===== src/hdl/marked_frame_receiver_macros.svh =====
// ----------------------------------------------------------------------------
// Marked frame receiver assertion macros
// Concurrent assertion wrappers; empty when SYNTH is defined.
// ----------------------------------------------------------------------------
`ifndef MARKED_FRAME_RECEIVER_MACROS_SVH
`define MARKED_FRAME_RECEIVER_MACROS_SVH

`ifndef SYNTH
// Property that must hold at every clock edge outside reset.
`define MFR_ASSERT(label, clk, rst, prop, msg) \
  label: assert property (@(posedge clk) disable iff (rst) (prop)) else $error(msg);
// Antecedent in one cycle implies the consequent in the next cycle.
`define MFR_ASSERT_NEXT(label, clk, rst, ante, cons, msg) \
  label: assert property (@(posedge clk) disable iff (rst) (ante) |=> (cons)) \
    else $error(msg);
`else
`define MFR_ASSERT(label, clk, rst, prop, msg)
`define MFR_ASSERT_NEXT(label, clk, rst, ante, cons, msg)
`endif

`endif


===== src/hdl/mfr_pkg.sv =====
// ----------------------------------------------------------------------------
// Marked frame receiver package
// Shared types, register indexes, event codes and helper functions.
// ----------------------------------------------------------------------------
`timescale 1ns / 1ps
`default_nettype none

package mfr_pkg;

  localparam int CFG_IDX_W  = 3;
  localparam int CFG_DATA_W = 32;

  // Configuration register indexes.
  typedef enum logic [CFG_IDX_W-1:0] {
    REG_HEAD_MARK       = 3'd0,
    REG_HEAD_MARK_LEN   = 3'd1,
    REG_TAIL_MARK       = 3'd2,
    REG_TAIL_MARK_LEN   = 3'd3,
    REG_MAX_FRAME_LEN   = 3'd4,
    REG_LEN_FIELD_POS   = 3'd5,
    REG_LEN_FIELD_BYTES = 3'd6,
    REG_LEN_ADJUST      = 3'd7
  } mfr_reg_t;

  // Per-byte event codes.
  typedef enum logic [2:0] {
    EV_STORED    = 3'd0,
    EV_HEAD_MISS = 3'd1,
    EV_COMPLETE  = 3'd2,
    EV_TOO_LONG  = 3'd3,
    EV_MISMATCH  = 3'd4
  } mfr_event_t;

  typedef struct packed {
    logic [31:0] head_mark;
    logic [2:0]  head_mark_len;
    logic [31:0] tail_mark;
    logic [2:0]  tail_mark_len;
    logic [15:0] max_frame_len;
    logic [7:0]  len_field_pos;
    logic [2:0]  len_field_bytes;
    logic [31:0] len_adjust;
  } mfr_cfg_t;

  typedef struct packed {
    logic [7:0]  out_byte;
    logic [15:0] byte_pos;
    mfr_event_t  event_res;
    logic [15:0] frame_len;
  } mfr_res_t;

  // Byte k of a four-byte mark; bytes past the register read as zero.
  function automatic logic [7:0] mark_byte(input logic [31:0] mark, input logic [2:0] k);
    logic [7:0] b;
    if (k[2]) begin
      b = 8'd0;
    end else begin
      b = mark[{k[1:0], 3'b000} +: 8];
    end
    return b;
  endfunction

  // Effective length field width: 0 and 1 give 1, 2 gives 2, the rest give 4.
  function automatic logic [2:0] field_width(input logic [2:0] code);
    logic [2:0] w;
    if (code <= 3'd1) begin
      w = 3'd1;
    end else if (code == 3'd2) begin
      w = 3'd2;
    end else begin
      w = 3'd4;
    end
    return w;
  endfunction

endpackage

`default_nettype wire


===== src/hdl/mfr_if.sv =====
// ----------------------------------------------------------------------------
// Marked frame receiver stream interfaces
// Valid/ready channels for received bytes and per-byte results.
// ----------------------------------------------------------------------------
`timescale 1ns / 1ps
`default_nettype none

// Received byte channel.
interface mfr_in_if;
  logic       valid;
  logic       ready;
  logic [7:0] rx_byte;

  modport source (output valid, output rx_byte, input ready);
  modport sink   (input valid, input rx_byte, output ready);
endinterface

// Per-byte result channel.
interface mfr_out_if;
  logic        valid;
  logic        ready;
  logic [7:0]  out_byte;
  logic [15:0] byte_pos;
  logic [2:0]  event_res;
  logic [15:0] frame_len;

  modport source (output valid, output out_byte, output byte_pos, output event_res,
                  output frame_len, input ready);
  modport sink   (input valid, input out_byte, input byte_pos, input event_res,
                  input frame_len, output ready);
endinterface

`default_nettype wire


===== src/hdl/mfr_step.sv =====
// ----------------------------------------------------------------------------
// Marked frame receiver byte step
// Next-state and result logic for one received byte.
// ----------------------------------------------------------------------------
`timescale 1ns / 1ps
`default_nettype none

module mfr_step #(
  parameter int MARK_BYTES = 4
) (
  input  mfr_pkg::mfr_cfg_t           cfg,
  input  logic [15:0]                 frame_index,
  input  logic [31:0]                 length_capture,
  input  logic [MARK_BYTES-1:0][7:0]  recent_bytes,
  input  logic [7:0]                  rx_byte,
  output logic [15:0]                 frame_index_next,
  output logic [31:0]                 length_capture_next,
  output logic [MARK_BYTES-1:0][7:0]  recent_bytes_next,
  output mfr_pkg::mfr_res_t           res
);
  import mfr_pkg::*;

  localparam logic [3:0] MARK_LIMIT = 4'(MARK_BYTES);

  logic [3:0]  hlen;
  logic [3:0]  tlen;
  logic        head_miss;
  logic [2:0]  width;
  logic [16:0] idx;
  logic [16:0] field_end;
  logic [16:0] field_off;
  logic        in_field;
  logic [31:0] cap_upd;
  logic [31:0] raw_len;
  logic [31:0] len_total;
  logic        len_known;
  logic        tail_ok;
  logic [2:0]  tail_j;
  mfr_event_t  ev;

  // History shift: newest byte in entry 0.
  always_comb begin
    recent_bytes_next[0] = rx_byte;
    for (int e = 1; e < MARK_BYTES; e++) begin
      recent_bytes_next[e] = recent_bytes[e-1];
    end
  end

  // Tail compare: entry e of the history holds tail byte tlen-1-e.
  always_comb begin
    tail_ok = 1'b1;
    tail_j  = 3'd0;
    for (int e = 0; e < MARK_BYTES; e++) begin
      if (4'(e) < tlen) begin
        tail_j = 3'(tlen - 4'(e) - 4'd1);
        if (recent_bytes_next[e] != mark_byte(cfg.tail_mark, tail_j)) begin
          tail_ok = 1'b0;
        end
      end
    end
  end

  // Head match, length capture and frame end decision.
  always_comb begin
    hlen = ({1'b0, cfg.head_mark_len} > MARK_LIMIT) ? MARK_LIMIT : {1'b0, cfg.head_mark_len};
    tlen = ({1'b0, cfg.tail_mark_len} > MARK_LIMIT) ? MARK_LIMIT : {1'b0, cfg.tail_mark_len};

    head_miss = ({12'd0, hlen} > frame_index) &&
                (mark_byte(cfg.head_mark, frame_index[2:0]) != rx_byte);

    width     = field_width(cfg.len_field_bytes);
    idx       = {1'b0, frame_index} + 17'd1;
    field_end = {9'd0, cfg.len_field_pos} + {14'd0, width};
    field_off = {1'b0, frame_index} - {9'd0, cfg.len_field_pos};
    in_field  = (frame_index >= {8'd0, cfg.len_field_pos}) && (field_off < {14'd0, width});

    cap_upd = length_capture;
    if (in_field) begin
      cap_upd[{field_off[1:0], 3'b000} +: 8] = rx_byte;
    end

    case (width)
      3'd1:    raw_len = {24'd0, cap_upd[7:0]};
      3'd2:    raw_len = {16'd0, cap_upd[15:0]};
      default: raw_len = cap_upd;
    endcase
    len_total = raw_len + cfg.len_adjust;
    len_known = (frame_index >= {12'd0, hlen}) && (idx >= field_end);

    ev                  = EV_STORED;
    frame_index_next    = idx[15:0];
    length_capture_next = cap_upd;
    if (head_miss) begin
      ev                  = EV_HEAD_MISS;
      frame_index_next    = 16'd0;
      length_capture_next = length_capture;
    end else if (len_known) begin
      if (len_total > {16'd0, cfg.max_frame_len}) begin
        ev               = EV_TOO_LONG;
        frame_index_next = 16'd0;
      end else if (({15'd0, idx} == len_total) && tail_ok) begin
        ev               = EV_COMPLETE;
        frame_index_next = 16'd0;
      end else if ({15'd0, idx} >= len_total) begin
        ev               = EV_MISMATCH;
        frame_index_next = 16'd0;
      end
    end

    res.out_byte  = rx_byte;
    res.byte_pos  = frame_index;
    res.event_res = ev;
    res.frame_len = (ev == EV_COMPLETE) ? len_total[15:0] : 16'd0;
  end

endmodule

`default_nettype wire


===== src/hdl/marked_frame_receiver.sv =====
// ----------------------------------------------------------------------------
// Marked frame receiver
// Byte-serial deframer: head mark, little-endian length field, tail mark.
// ----------------------------------------------------------------------------
// Usage:
//   rx carries one received byte per beat; res carries one result beat per
//   byte with the byte, its frame position, an event code and, on a
//   completed frame, the total frame length. Registers are written through
//   cfg_wr_en / cfg_index / cfg_wdata while the block is idle, a rule for
//   the user that the block does not enforce. Throughput: one byte per cycle
//   while the skid register is empty; the per-byte state update (head
//   compare, length add and compare, tail compare) is combinational and
//   each result beat is registered. When res stalls, one more byte is taken
//   into a skid register, after which rx.ready drops until the result
//   register drains. Reset clears the frame position, length capture, byte
//   history and both result valid flags, and loads the register defaults
//   (maximum frame length 65535, length field width 1, all others 0).
// ----------------------------------------------------------------------------
`timescale 1ns / 1ps
`default_nettype none
`include "marked_frame_receiver_macros.svh"

module marked_frame_receiver #(
  parameter int MARK_BYTES = 4
) (
  input  logic                          clk,
  input  logic                          rst,
  mfr_in_if.sink                        rx,
  mfr_out_if.source                     res,
  input  logic                          cfg_wr_en,
  input  logic [mfr_pkg::CFG_IDX_W-1:0]  cfg_index,
  input  logic [mfr_pkg::CFG_DATA_W-1:0] cfg_wdata
);
  import mfr_pkg::*;

  mfr_cfg_t                  cfg;
  logic [15:0]               frame_index;
  logic [31:0]               length_capture;
  logic [MARK_BYTES-1:0][7:0] recent_bytes;

  logic [15:0]               frame_index_next;
  logic [31:0]               length_capture_next;
  logic [MARK_BYTES-1:0][7:0] recent_bytes_next;
  mfr_res_t                  step_res;

  logic                      out_vld;
  mfr_res_t                  out_q;
  logic                      skid_vld;
  mfr_res_t                  skid_q;

  logic                      accept;
  logic                      pop;

  assign rx.ready = !skid_vld;
  assign accept   = rx.valid && !skid_vld;
  assign pop      = out_vld && res.ready;

  // Configuration registers.
  always_ff @(posedge clk) begin
    if (rst) begin
      cfg.head_mark       <= 32'd0;
      cfg.head_mark_len   <= 3'd0;
      cfg.tail_mark       <= 32'd0;
      cfg.tail_mark_len   <= 3'd0;
      cfg.max_frame_len   <= 16'hFFFF;
      cfg.len_field_pos   <= 8'd0;
      cfg.len_field_bytes <= 3'd1;
      cfg.len_adjust      <= 32'd0;
    end else if (cfg_wr_en) begin
      case (mfr_reg_t'(cfg_index))
        REG_HEAD_MARK:       cfg.head_mark       <= cfg_wdata;
        REG_HEAD_MARK_LEN:   cfg.head_mark_len   <= cfg_wdata[2:0];
        REG_TAIL_MARK:       cfg.tail_mark       <= cfg_wdata;
        REG_TAIL_MARK_LEN:   cfg.tail_mark_len   <= cfg_wdata[2:0];
        REG_MAX_FRAME_LEN:   cfg.max_frame_len   <= cfg_wdata[15:0];
        REG_LEN_FIELD_POS:   cfg.len_field_pos   <= cfg_wdata[7:0];
        REG_LEN_FIELD_BYTES: cfg.len_field_bytes <= cfg_wdata[2:0];
        REG_LEN_ADJUST:      cfg.len_adjust      <= cfg_wdata;
        default: ;
      endcase
    end
  end

  // Per-byte step logic.
  mfr_step #(
    .MARK_BYTES (MARK_BYTES)
  ) u_step (
    .cfg                 (cfg),
    .frame_index         (frame_index),
    .length_capture      (length_capture),
    .recent_bytes        (recent_bytes),
    .rx_byte             (rx.rx_byte),
    .frame_index_next    (frame_index_next),
    .length_capture_next (length_capture_next),
    .recent_bytes_next   (recent_bytes_next),
    .res                 (step_res)
  );

  // Frame state advances on every accepted byte.
  always_ff @(posedge clk) begin
    if (rst) begin
      frame_index    <= 16'd0;
      length_capture <= 32'd0;
      recent_bytes   <= '0;
    end else if (accept) begin
      frame_index    <= frame_index_next;
      length_capture <= length_capture_next;
      recent_bytes   <= recent_bytes_next;
    end
  end

  // Result register with a one-beat skid stage behind it.
  always_ff @(posedge clk) begin
    if (rst) begin
      out_vld  <= 1'b0;
      skid_vld <= 1'b0;
    end else if (out_vld && !res.ready) begin
      if (accept) begin
        skid_vld <= 1'b1;
        skid_q   <= step_res;
      end
    end else if (skid_vld) begin
      out_vld  <= 1'b1;
      out_q    <= skid_q;
      skid_vld <= 1'b0;
    end else begin
      out_vld <= accept;
      if (accept) begin
        out_q <= step_res;
      end
    end
  end

  assign res.valid     = out_vld;
  assign res.out_byte  = out_q.out_byte;
  assign res.byte_pos  = out_q.byte_pos;
  assign res.event_res = out_q.event_res;
  assign res.frame_len = out_q.frame_len;

  // The skid stage only fills behind a held result.
  `MFR_ASSERT(a_skid_behind_out, clk, rst, !skid_vld || out_vld, "skid full while result empty")
  // A byte taken while the result is held lands in the skid stage.
  `MFR_ASSERT_NEXT(a_stall_to_skid, clk, rst, accept && out_vld && !pop, skid_vld,
    "accepted beat lost during stall")
  // Any frame-ending event returns the position to zero.
  `MFR_ASSERT_NEXT(a_end_resets_pos, clk, rst, accept && (step_res.event_res != EV_STORED),
    frame_index == 16'd0, "frame position not cleared after frame end")
  // A completed frame ends on its last byte; other events report no length.
  `MFR_ASSERT(a_len_matches_pos, clk, rst,
    !out_vld || ((out_q.event_res == EV_COMPLETE) ?
      (out_q.frame_len == out_q.byte_pos + 16'd1) : (out_q.frame_len == 16'd0)),
    "frame length disagrees with byte position")

endmodule

`default_nettype wire


===== src/flat_wrapper.sv =====
// flat-port wrapper written by rule: the top's interface ports become plain ports
module marked_frame_receiver_flat import mfr_pkg::*;
#(
  parameter int MARK_BYTES = 4
)
  (clk, rst, cfg_wr_en, cfg_index, cfg_wdata, rx_valid, rx_rx_byte, rx_ready, res_valid, res_out_byte, res_byte_pos, res_event_res, res_frame_len, res_ready);
  mfr_in_if rx_i ();
  mfr_out_if res_i ();
  input  logic clk;
  input  logic rst;
  input  logic cfg_wr_en;
  input  logic [mfr_pkg::CFG_IDX_W-1:0] cfg_index;
  input  logic [mfr_pkg::CFG_DATA_W-1:0] cfg_wdata;
  input wire logic [$bits(rx_i.valid)-1:0] rx_valid;
  input wire logic [$bits(rx_i.rx_byte)-1:0] rx_rx_byte;
  output wire logic [$bits(rx_i.ready)-1:0] rx_ready;
  output wire logic [$bits(res_i.valid)-1:0] res_valid;
  output wire logic [$bits(res_i.out_byte)-1:0] res_out_byte;
  output wire logic [$bits(res_i.byte_pos)-1:0] res_byte_pos;
  output wire logic [$bits(res_i.event_res)-1:0] res_event_res;
  output wire logic [$bits(res_i.frame_len)-1:0] res_frame_len;
  input wire logic [$bits(res_i.ready)-1:0] res_ready;
  assign rx_i.valid = rx_valid;
  assign rx_i.rx_byte = rx_rx_byte;
  assign rx_ready = rx_i.ready;
  assign res_valid = res_i.valid;
  assign res_out_byte = res_i.out_byte;
  assign res_byte_pos = res_i.byte_pos;
  assign res_event_res = res_i.event_res;
  assign res_frame_len = res_i.frame_len;
  assign res_i.ready = res_ready;
  marked_frame_receiver #(.MARK_BYTES(MARK_BYTES)) u_core (.clk(clk), .rst(rst), .rx(rx_i), .res(res_i), .cfg_wr_en(cfg_wr_en), .cfg_index(cfg_index), .cfg_wdata(cfg_wdata));
endmodule

===== config.mk =====
export PLATFORM = sky130hd
export DESIGN_NAME = marked_frame_receiver_flat
export DESIGN_NICKNAME = d
export VERILOG_FILES = /design/src/hdl/mfr_pkg.sv /design/src/hdl/mfr_if.sv /design/src/hdl/mfr_step.sv /design/src/hdl/marked_frame_receiver.sv /design/src/flat_wrapper.sv
export VERILOG_INCLUDE_DIRS = /design/src /design/src/hdl
export SDC_FILE = /design/constraint.sdc
export NUM_CORES = 1
export LEC_CHECK = 0
export BUFFER_PORTS_ARGS = -buffer_cell sky130_fd_sc_hd__buf_4
export CORE_MARGIN = 5
export CORE_UTILIZATION = 55
export DETAILED_ROUTE_END_ITERATION = 12
export PLACE_DENSITY_LB_ADDON = 0.2
export SLEW_MARGIN = 40
export SYNTH_ARGS = -nofsm -noshare
export SYNTH_HDL_FRONTEND = slang
export SYNTH_SLANG_ARGS = --single-unit

===== constraint.sdc =====
create_clock -name clk -period 8.1 [get_ports clk]
set_input_delay 0 -clock clk [delete_from_list [all_inputs] [get_ports clk]]
set_output_delay 0 -clock clk [all_outputs]
set_load 0.05 [all_outputs]

==> impl_metrics.env <==
export IMPL_status="finished, final reports clean"
export IMPL_hp_class="primary input to flop"
export IMPL_skew_ps=15.4
export IMPL_p_sw_mw=1.16
export IMPL_numCtsBuffers=31
export IMPL_ys_async_sr_fraction=0
export IMPL_core_area_um2=30300
export IMPL_routabilityCongestion=0.961
export IMPL_grt_max_degree=109
export IMPL_crit_path_max_incr_delay_ps=550
export IMPL_antenna_found_initial=0
export IMPL_die_w_um=185
export IMPL_synthSimpleGateAreaFrac=0.203
export IMPL_grt_pass1_wl_um=77700
export IMPL_cpMaxStageDelayCell="a221oi_1"
export IMPL_overflow=0
export IMPL_critPathLaunch="u_core.cfg[38]$_SDFFE_PP0P_"
export IMPL_ys_ff_latch=289
export IMPL_start_util=0.553
export IMPL_clkPwrFrac=0.351
export IMPL_swShare=0.304
export IMPL_min_from="cfg_wdata[15]"
export IMPL_fin_tns_setup_ps=0
export IMPL_worstSetupStartpointType="flop"
export IMPL_drive_above_1_share=0.125
export IMPL_yosys_area_share_xor_xnor=0.0344
export IMPL_clock_sinks=289
export IMPL_synth_nets=2127
export IMPL_postSynthCellCount=1978
export IMPL_vdd_drop_max_mv=0.166
export IMPL_place_detailed_hpwl_um=35500
export IMPL_synth_ff_type="dfxtp_1"
export IMPL_fp_dieH_um=185
export IMPL_yosys_warnings=0
export IMPL_setup_viol=0
export IMPL_vias_per_cell=6.07
export IMPL_synth_top_family_by_area="simple AND/OR/NAND/NOR gates"
export IMPL_comb_power_share=0.230
export IMPL_r2r_start="u_core.cfg[38]$_SDFFE_PP0P_"
export IMPL_dieArea_um2=34100
export IMPL_portBuffers=92
export IMPL_synth_cell_types=86
export IMPL_n_antenna_cell=0
export IMPL_synth_compound_area_share=0.186
export IMPL_drc=0
export IMPL_layout_nets=2213
export IMPL_clock_latency_ps=560
export IMPL_syn_avg_cell_area_um2=8.49
export IMPL_clk_path_buf_depth=3
export IMPL_critPathMaxFanout=9
export IMPL_pwr_share_seq=0.419
export IMPL_ant_nets=0
export IMPL_p_leak_nw=7.55
export IMPL_rsz0062_at_grt="no"
export IMPL_synthesis_area_um2=16800
export IMPL_synth_edff_count=86
export IMPL_worstSetupEndpointType="flop"
export IMPL_cellPowerDensity_nw_per_um2=197
export IMPL_grt_pass1_vias=14290
export IMPL_rows=64
export IMPL_area_delta_synth_final_pct=15.2
export IMPL_drtIter0Drc=1240
export IMPL_cts_tree="done"
export IMPL_intPower_mw=2.65
export IMPL_root_buffer="clkbuf_16"
export IMPL_critPathKind="flop to flop"
export IMPL_max_freq_mhz=133
export IMPL_io_pins=93
export IMPL_worstMarginPinSlew_ps=799
export IMPL_synthAdderAreaFrac=0.0766
export IMPL_slew_viol_final=0
export IMPL_grt_usage=0.284
export IMPL_vias=15076
export IMPL_cp_required_ps=8600
export IMPL_cap_violations=0
export IMPL_wire_per_inst_um=20.1
export IMPL_fin_crit_sh=0.930
export IMPL_hold_viol_final=0
export IMPL_utilization=0.637
export IMPL_relSlewSlack=0.467
export IMPL_routed_wirelength_um=49800
export IMPL_cp_arrival_ps=8030
export IMPL_synth_mux_area_fraction=0.0591
export IMPL_drt_pre_antenna_iters=6
export IMPL_min_period_ps=7530
export IMPL_cts_max_level=1
export IMPL_clk_pin_slew_ps=60
export IMPL_yosysSeqAreaShare=0.396
kinds of logic after synthesis:
family / count (synthesis)
and+or+nand+nor: 762
AOI/OAI and AO/OA: 492
DFF: 289
buffers and inverters: 198
adders and majority gates: 101
muxes: 71
xor gates and xnor gates: 65
cell usage in the layout (no fill, tap or decap), types with 6 or more instances in the layout:
master         instances
nor3_1                27
nand2b_1              18
nor2b_1               15
o21ai_0               75
or2_2                  6
dlygate4sd3_1         48
o21a_1                17
a22oi_1               14
inv_1                 81
nand3b_1              17
mux2i_1               26
a31oi_1                9
nand3_1               35
o21ai_2                6
nand2_1              372
a211oi_1              30
a21oi_1              203
a21o_1                24
nand4_1               20
or3_1                  7
o31ai_1               18
ha_1                  98
nor4_1                10
edfxtp_1              86
xnor2_1               39
and3_1                11
clkbuf_1              10
buf_4                117
clkinv_2               7
o211a_1                7
mux2_2                24
o211ai_1               9
clkbuf_16             31
mux4_2                20
nor2_1               178
a211o_1               18
xor2_1                21
dfxtp_1              202
repair_timing:
item,4_1_cts,5_1_grt
setup endpoints to repair,0,30
hold buffers,48,0
setup buffers,0,1
endpoints found under the hold margin,169,0
gates resized for setup,0,8
worst max-delay path, delay by kind of cell (launching register included):
kind / cells / cell delay (ps)
AOI/OAI and AO/OA: 16 / 3510
xor gates and xnor gates: 1 / 280
buffers and inverters: 3 / 250
adders and majority gates: 4 / 1310
and+or+nand+nor: 9 / 1760
DFF: 1 / 360
registers in the layout, indices dropped and copies added (netlist names), 8 cells and up:
name	cells
u_core.skid_q	43
u_core.length_capture	32
u_core.recent_bytes	24
u_core.cfg	129
u_core.frame_index	16
u_core.res.frame_len	16
u_core.res.byte_pos	16
u_core.res.out_byte	8
metal layers:
layer,vias up,wire (um),track usage
li1,7158,-,-
met1,7247,20700,0.374
met2,567,24100,0.494
met3,104,3350,0.0326
met4,0,1650,0.0869
met5,-,0,0
final cells by class:
class                   count  area (um2)
fillers                  2612       11000
multi-input cells        1491        9490
flip-flops and latches    289        6650
repair buffers            170        1460
clock buffers              45         868
well taps                 396         495
inverters                  81         304
clock inverters            10        72.6
stage by stage:
| step | hold WS [ps] | area [um2] | total power [mW] | setup WS [ps] | cells |
|---|---|---|---|---|---|
| after floorplan | 98.9 | 16800 | 2.20 | 1030 | 1978 |
| after global placement | 275 | 17700 | 2.43 | 586 | 2374 |
| after detailed placement | 279 | 17800 | 2.46 | 504 | 2377 |
| after CTS | 246 | 19300 | 3.80 | 448 | 2480 |
| after global routing | 267 | 19300 | 3.97 | 16.4 | 2482 |
| final | 264 | 19300 | 3.80 | 569 | 2482 |
synth_stat cells, types with 15 or more instances:
cell      instances  area [um2]
nand2_1         375        1410
a21oi_1         205        1030
dfxtp_1         203        4060
nor2_1          182         683
ha_1             98        1230
clkbuf_1         96         360
edfxtp_1         86        2580
inv_1            81         304
o21ai_0          76         380
xnor2_1          40         350
nand3_1          35         175
nor3_1           31         155
a211oi_1         30         225
mux2i_1          26         260
a21o_1           24         180
mux2_2           24         270
xor2_1           24         210
mux4_2           20         450
nand4_1          20         125
nand2b_1         19         119
a211o_1          18         158
o31ai_1          18         135
nand3b_1         17         128
o21a_1           17         128
nor2b_1          15        93.8
worst paths after layout:
kind                            slack [ps]  cells after the start                                 end
worst max-delay path                   570                     33  u_core.frame_index[2]$_SDFFE_PP0P_
worst min-delay path                   260                      3         u_core.cfg[58]$_SDFFE_PP1P_
worst max register to register         570                     33  u_core.frame_index[2]$_SDFFE_PP0P_
worst min register to register         450                      2        u_core.cfg[102]$_SDFFE_PP0P_
power groups by stage:
stage               Sequential (mW)  Combinational [mW]  Clock (mW)
floorplan                      1.66               0.545           0
global placement               1.62               0.807           0
detailed placement             1.62               0.835           0
CTS                            1.59               0.859        1.35
global route                   1.60               0.957        1.41
finish                         1.59               0.876        1.34
Note: power is estimated with default switching activity, not from simulation.
